**src/hw/rtl/tsri_pkg.sv**
```systemverilog
// ----------------------------------------------------------------------------
// tsri_pkg
// Shared types and constants of the timestamped receive inbox.
// ----------------------------------------------------------------------------
package tsri_pkg;

  localparam int DEF_INBOX_DEPTH = 256;
  localparam int DEF_TIME_BITS   = 48;

  localparam int OP_W    = 3;
  localparam int TICK_W  = 16;
  localparam int STAMP_W = 48;
  localparam int BYTE_W  = 8;

  // cells examined per cycle by the due-count scan
  localparam int SCAN_GRP = 32;

  typedef enum logic [OP_W-1:0] {
    OP_ADVANCE = 3'd0,
    OP_PUSH    = 3'd1,
    OP_TAKE    = 3'd2,
    OP_READ    = 3'd3,
    OP_FLUSH   = 3'd4
  } op_t;

  typedef enum logic [1:0] {
    ST_IDLE,
    ST_APPLY,
    ST_SCAN,
    ST_FINISH
  } state_t;

  // per-cell command from the sequencer
  typedef struct packed {
    logic shift;  // take the neighbor's entry
    logic load;   // take the pushed entry
  } cell_cmd_t;

endpackage

```
**src/hw/rtl/tsri_cell.sv**
```systemverilog
// ----------------------------------------------------------------------------
// tsri_cell
// One inbox slot: holds a byte and its stamp, shifts toward the front.
// ----------------------------------------------------------------------------
module tsri_cell #(
  parameter int TIME_BITS = tsri_pkg::DEF_TIME_BITS,
  parameter int CNT_W     = 9,
  parameter int IDX       = 0
) (
  input  logic                      clk,
  input  tsri_pkg::cell_cmd_t       cmd,
  input  logic [tsri_pkg::BYTE_W-1:0] nb_byte,
  input  logic [TIME_BITS-1:0]      nb_stamp,
  input  logic [tsri_pkg::BYTE_W-1:0] in_byte,
  input  logic [TIME_BITS-1:0]      in_stamp,
  input  logic [TIME_BITS-1:0]      clock_now,
  input  logic [CNT_W-1:0]          count,
  output logic [tsri_pkg::BYTE_W-1:0] byte_q,
  output logic [TIME_BITS-1:0]      stamp_q,
  output logic                      due
);

  logic [tsri_pkg::BYTE_W-1:0] byte_r;
  logic [TIME_BITS-1:0]        stamp_r;

  // load wins over shift: a push into a full inbox shifts and fills the tail
  always_ff @(posedge clk) begin
    if (cmd.load) begin
      byte_r  <= in_byte;
      stamp_r <= in_stamp;
    end else if (cmd.shift) begin
      byte_r  <= nb_byte;
      stamp_r <= nb_stamp;
    end
  end

  assign byte_q  = byte_r;
  assign stamp_q = stamp_r;
  assign due     = (CNT_W'(IDX) < count) && (stamp_r <= clock_now);

endmodule

```
**config.mk**
```make
export PLATFORM = sky130hd
export DESIGN_NAME = tsri_cell
export DESIGN_NICKNAME = d
export VERILOG_FILES = /design/src/hw/rtl/tsri_pkg.sv /design/src/hw/rtl/tsri_cell.sv
export SDC_FILE = /design/constraint.sdc
export NUM_CORES = 1
export LEC_CHECK = 0
export BUFFER_PORTS_ARGS = -buffer_cell sky130_fd_sc_hd__buf_4
export CAP_MARGIN = 25
export CELL_PAD_IN_SITES_DETAIL_PLACEMENT = 1
export CELL_PAD_IN_SITES_GLOBAL_PLACEMENT = 1
export CORE_UTILIZATION = 34
export DETAILED_ROUTE_END_ITERATION = 7
export PLACE_DENSITY_LB_ADDON = 0.2
export SYNTH_ARGS = -nofsm -noshare
export SYNTH_HDL_FRONTEND = slang
export SYNTH_SLANG_ARGS = --single-unit
```
**constraint.sdc**
```tcl
create_clock -name clk -period 5.8 [get_ports clk]
set_input_delay 0.87 -clock clk [delete_from_list [all_inputs] [get_ports clk]]
set_output_delay 0.87 -clock clk [all_outputs]
set_load 0.05 [all_outputs]
```
# --- Word level (Yosys, flattened, before mapping) ---
# Cells that the tools add are included.
classes:
  magnitude_cmp: 2
  muxes: 4
  reduce_logical: 2
op_table:
  columns: ["cell", "count"]
  rows:
  - ["2-to-1 mux 48 bit", 2]
  - ["<= comparator 48 bit", 1]
  - ["2-to-1 mux 8 bit", 2]
  - ["less-than comparator 1 x 9 -> 1 bit, first input constant", 1]
  - ["nonzero test 2 bit", 1]
  - ["logical AND 1 bit", 1]
word_totals:
  regBits: 56
  out_inout_bits: 57

# --- Depth between registers and ports, before layout ---
logic_depth:
  depth_word: 2
  depth_mapped: 8
  ltp_nobuf: 8

# --- Worst setup path after synthesis ---
# No wires, ideal clock.
synth_timing:
  path_kind: "input-to-output"
  start: "in clock_now[14]"
  end: "out due"
  t_arrival_ns: 2.703
  t_required_ns: 4.930
  slack_ns: 2.227
  cell_stages: 8
  cell_sequence: "inv_1 -> ha_1 -> a21oi_1 -> nand2_1 -> a221o_1 -> a211o_1 -> a2111oi_2 -> a41o_1"
synth_via:
  elab_chain_cells: 2
synth_rtl:
  columns: ["item", "line_no", "text"]
  rows:
  - ["from (decl)", "tsri_cell.sv:16", "input logic [TIME_BITS-1:0] clock_now,"]
  - ["<= comparator 48 bit", "tsri_cell.sv:39", "assign due = (CNT_W'(IDX) < count) && (stamp_r <= clock_now);"]
  - ["logical AND 1 bit", "tsri_cell.sv:39", null]
  - ["to (decl)", "tsri_cell.sv:20", "output logic due"]
# No other way between the ends.

# --- Final worst setup path ---
layout_timing:
  start: "in clock_now[35]"
  end: "out due"
# Same word-level chain as after synthesis.

==> reports/metrics.yaml <==
power:
  power.density_nw_per_um2: 230
  power.leakage_nw: 2.73
  ir_drop_mv: 0.0960
global_route:
  overflow: 0
  grt_first_pass_wirelength_um: 16800
  grtUsageTotal: 0.196
  grt_pass1_vias: 3553
  antenna_found_initial: 0
  grt_max_degree: 58
placed_design:
  placed_cells: 652
  placedInstanceArea_um2: 5470
  io_buffer_count: 228
  dp_hpwl_um: 8970
  gp_congestion: 0.744
cells_and_area:
  regArea_um2: 1680
  n_fill_cell: 1152
  antenna_cells: 0
  drive_gt1_frac: 0.578
  syn_to_final_growth_pct: 54.8
  nets: 743
  multiInputGateArea_um2: 1720
  utilization: 0.541
  fin_cells: 660
  fin_area_um2: 5590
worst_setup_path:
  required_ns: 4.93
  path_buf_inv: 3
  worstPathMaxFanout: 3
  cp_slowest_stage_delay_ns: 0.46
  worstSetupPathType: "in2out"
  cp_slowest_cell: "nor4_2"
  cp-start-kind: "primary input"
  critical_path.endpoint_type: "output pin"
  crit_family: "simple AND/OR/NAND/NOR gates"
  worstPathArrival_ns: 2.87
  cp_common_cell: "buf_4"
  path_cells: "buf_4, inv_1, ha_1, nand4_1, nor4_2, nand2_2, nor4_4, a2111oi_2, a41o_1, buf_4"
clock_tree:
  post_cts_buffers: 0
  htree_levels: 2
  numClockSinks: 56
  clock_path_buffers: 2
  cts_tree: "yes"
  hold_buffers: 0
  clk_pin_slew_ns: 0.11
  ctsResizeCount: 0
  numCtsBuffers: 5
  cts_root_buffer: "clkbuf_8"
route:
  ant_nets: 0
  vias_per_cell: 4.83
  drtIter0Drc: 69
  drc_errors: 0
  route.detailed.wl_per_inst_um: 16.2
  drt-total-wl_um: 10700
  dr.pass1.iters: 4
  vias: 3189
sta:
  tightest_slew_ns: 0.749
  post-route-period-util: 0.645
  maxSlewHeadroom: 0.501
  fmax_mhz: 267
  rsz0062_at_grt: "no"
  finalMaxSlewViolations: 0
  finalHoldViolations: 0
  fin_setup_tns_ns: 0
  setup_viol: 0
  period_needed_ns: 3.74
synthesis:
  ys.warnings.count: 0
  synth_area_leaders: "edfxtp_1, mux2_2, ha_1, inv_1, a21oi_1"
  ys_types: 33
  synth_top_area_share: 0.466
  yosys.area.top_type: "edfxtp_1"
  avgSynthCellArea_um2: 12.3
  syn_area_um2: 3610
  synth_seq_cells: 56
  synth_cells: 293
  syn-num-nets: 513
  synth-seq-area-share: 0.466
hold_path:
  hold_class: "in2reg"
die:
  die_h_um: 105
  die_x_um: 105
  num_io_pins: 229
  initial_core_util: 0.350
  fp-row-count: 37
  core_um2: 10300
  die_area_um2: 11000
job:
  cap_violations: 0
run_status:
  status: "finished clean"
## routing by layer
layer  up-vias  share of wire  GRT usage  wire length [µm]
met5         -              0          0                 0
met4         0          0.011     0.0493               117
met3         9          0.088     0.0624               946
met2       139           0.55      0.386              5860
met1      1498           0.35      0.197              3790
li1       1543              -          -                 -
## flip-flops by register name (all words and copies together), names as in the netlist
register  flops
stamp_q      48
byte_q        8
## cell usage after synthesis, drive strengths merged
cell and instances:
nor4 4, a41o 1, clkbuf 5, nand3 5, or2 1, ha 48, a221o 1, inv 49
a211o 1, a21o 2, and4 1, o221a 1, a211oi 1, a21oi 20, nand2 12, edfxtp 56
a21boi 1, mux2 56, o21a 2, buf 1, nor3 2, nand4 9, o31a 1, o21ai 6
a2111oi 1, a31o 1, o221ai 1, nor2 3, a31oi 1
## layout make-up
class                      instances  area share
clock buffer                       5      0.0123
clock inverter                     3     0.00762
inverter                          49      0.0329
multi-input combinational        182       0.308
sequential                        56       0.301
tap                              136      0.0305
timing repair buffer             229       0.308
## cells by family (layout without fill, tap and decap cells)
kind of cell               count (synthesis)  in the layout  synth area share
adders and majority gates                 48             48             0.166
muxes                                     56             56             0.175
DFF                                       56             56             0.466
buffers and inverters                     55            286            0.0576
and+or+nand+nor                           37             37            0.0621
AOI/OAI and AO/OA                         41             41            0.0732
## layout by cell type (no fill, tap or decap), drive strengths merged, types with 6 or more instances in the layout
| cell | Yosys | routed |
|---|---|---|
| inv | 49 | 49 |
| buf | 1 | 229 |
| mux2 | 56 | 56 |
| edfxtp | 56 | 56 |
| nand2 | 12 | 12 |
| a21oi | 20 | 20 |
| ha | 48 | 48 |
| nand4 | 9 | 9 |
| o21ai | 6 | 6 |
## worst paths after layout
path	startpoint	slack, ns	cells past startpoint	to
worst max-delay path	clock_now[35]	2.06	10	due
worst min-delay path	nb_byte[3]	0.84	2	byte_q[3]$_DFFE_PP_
## power by group
group          internal [mW]  switching (mW)  total, mW
sequential             0.498          0.0239      0.522
combinational          0.210           0.287      0.498
clock                  0.128           0.138      0.266
total                  0.837           0.449       1.29
## metrics by stage
step / power, mW / hold WS (ns) / setup slack (ns)
global placement: 1.02 / 1.17 / 2.08
detailed placement: 1.03 / 1.18 / 2.00
global route: 1.35 / 0.828 / 1.90
CTS: 1.30 / 0.827 / 1.99
floorplan: 0.827 / 1.09 / 2.23
finish: 1.29 / 0.842 / 2.06
No activity file was read; power rests on OpenSTA's default activity.
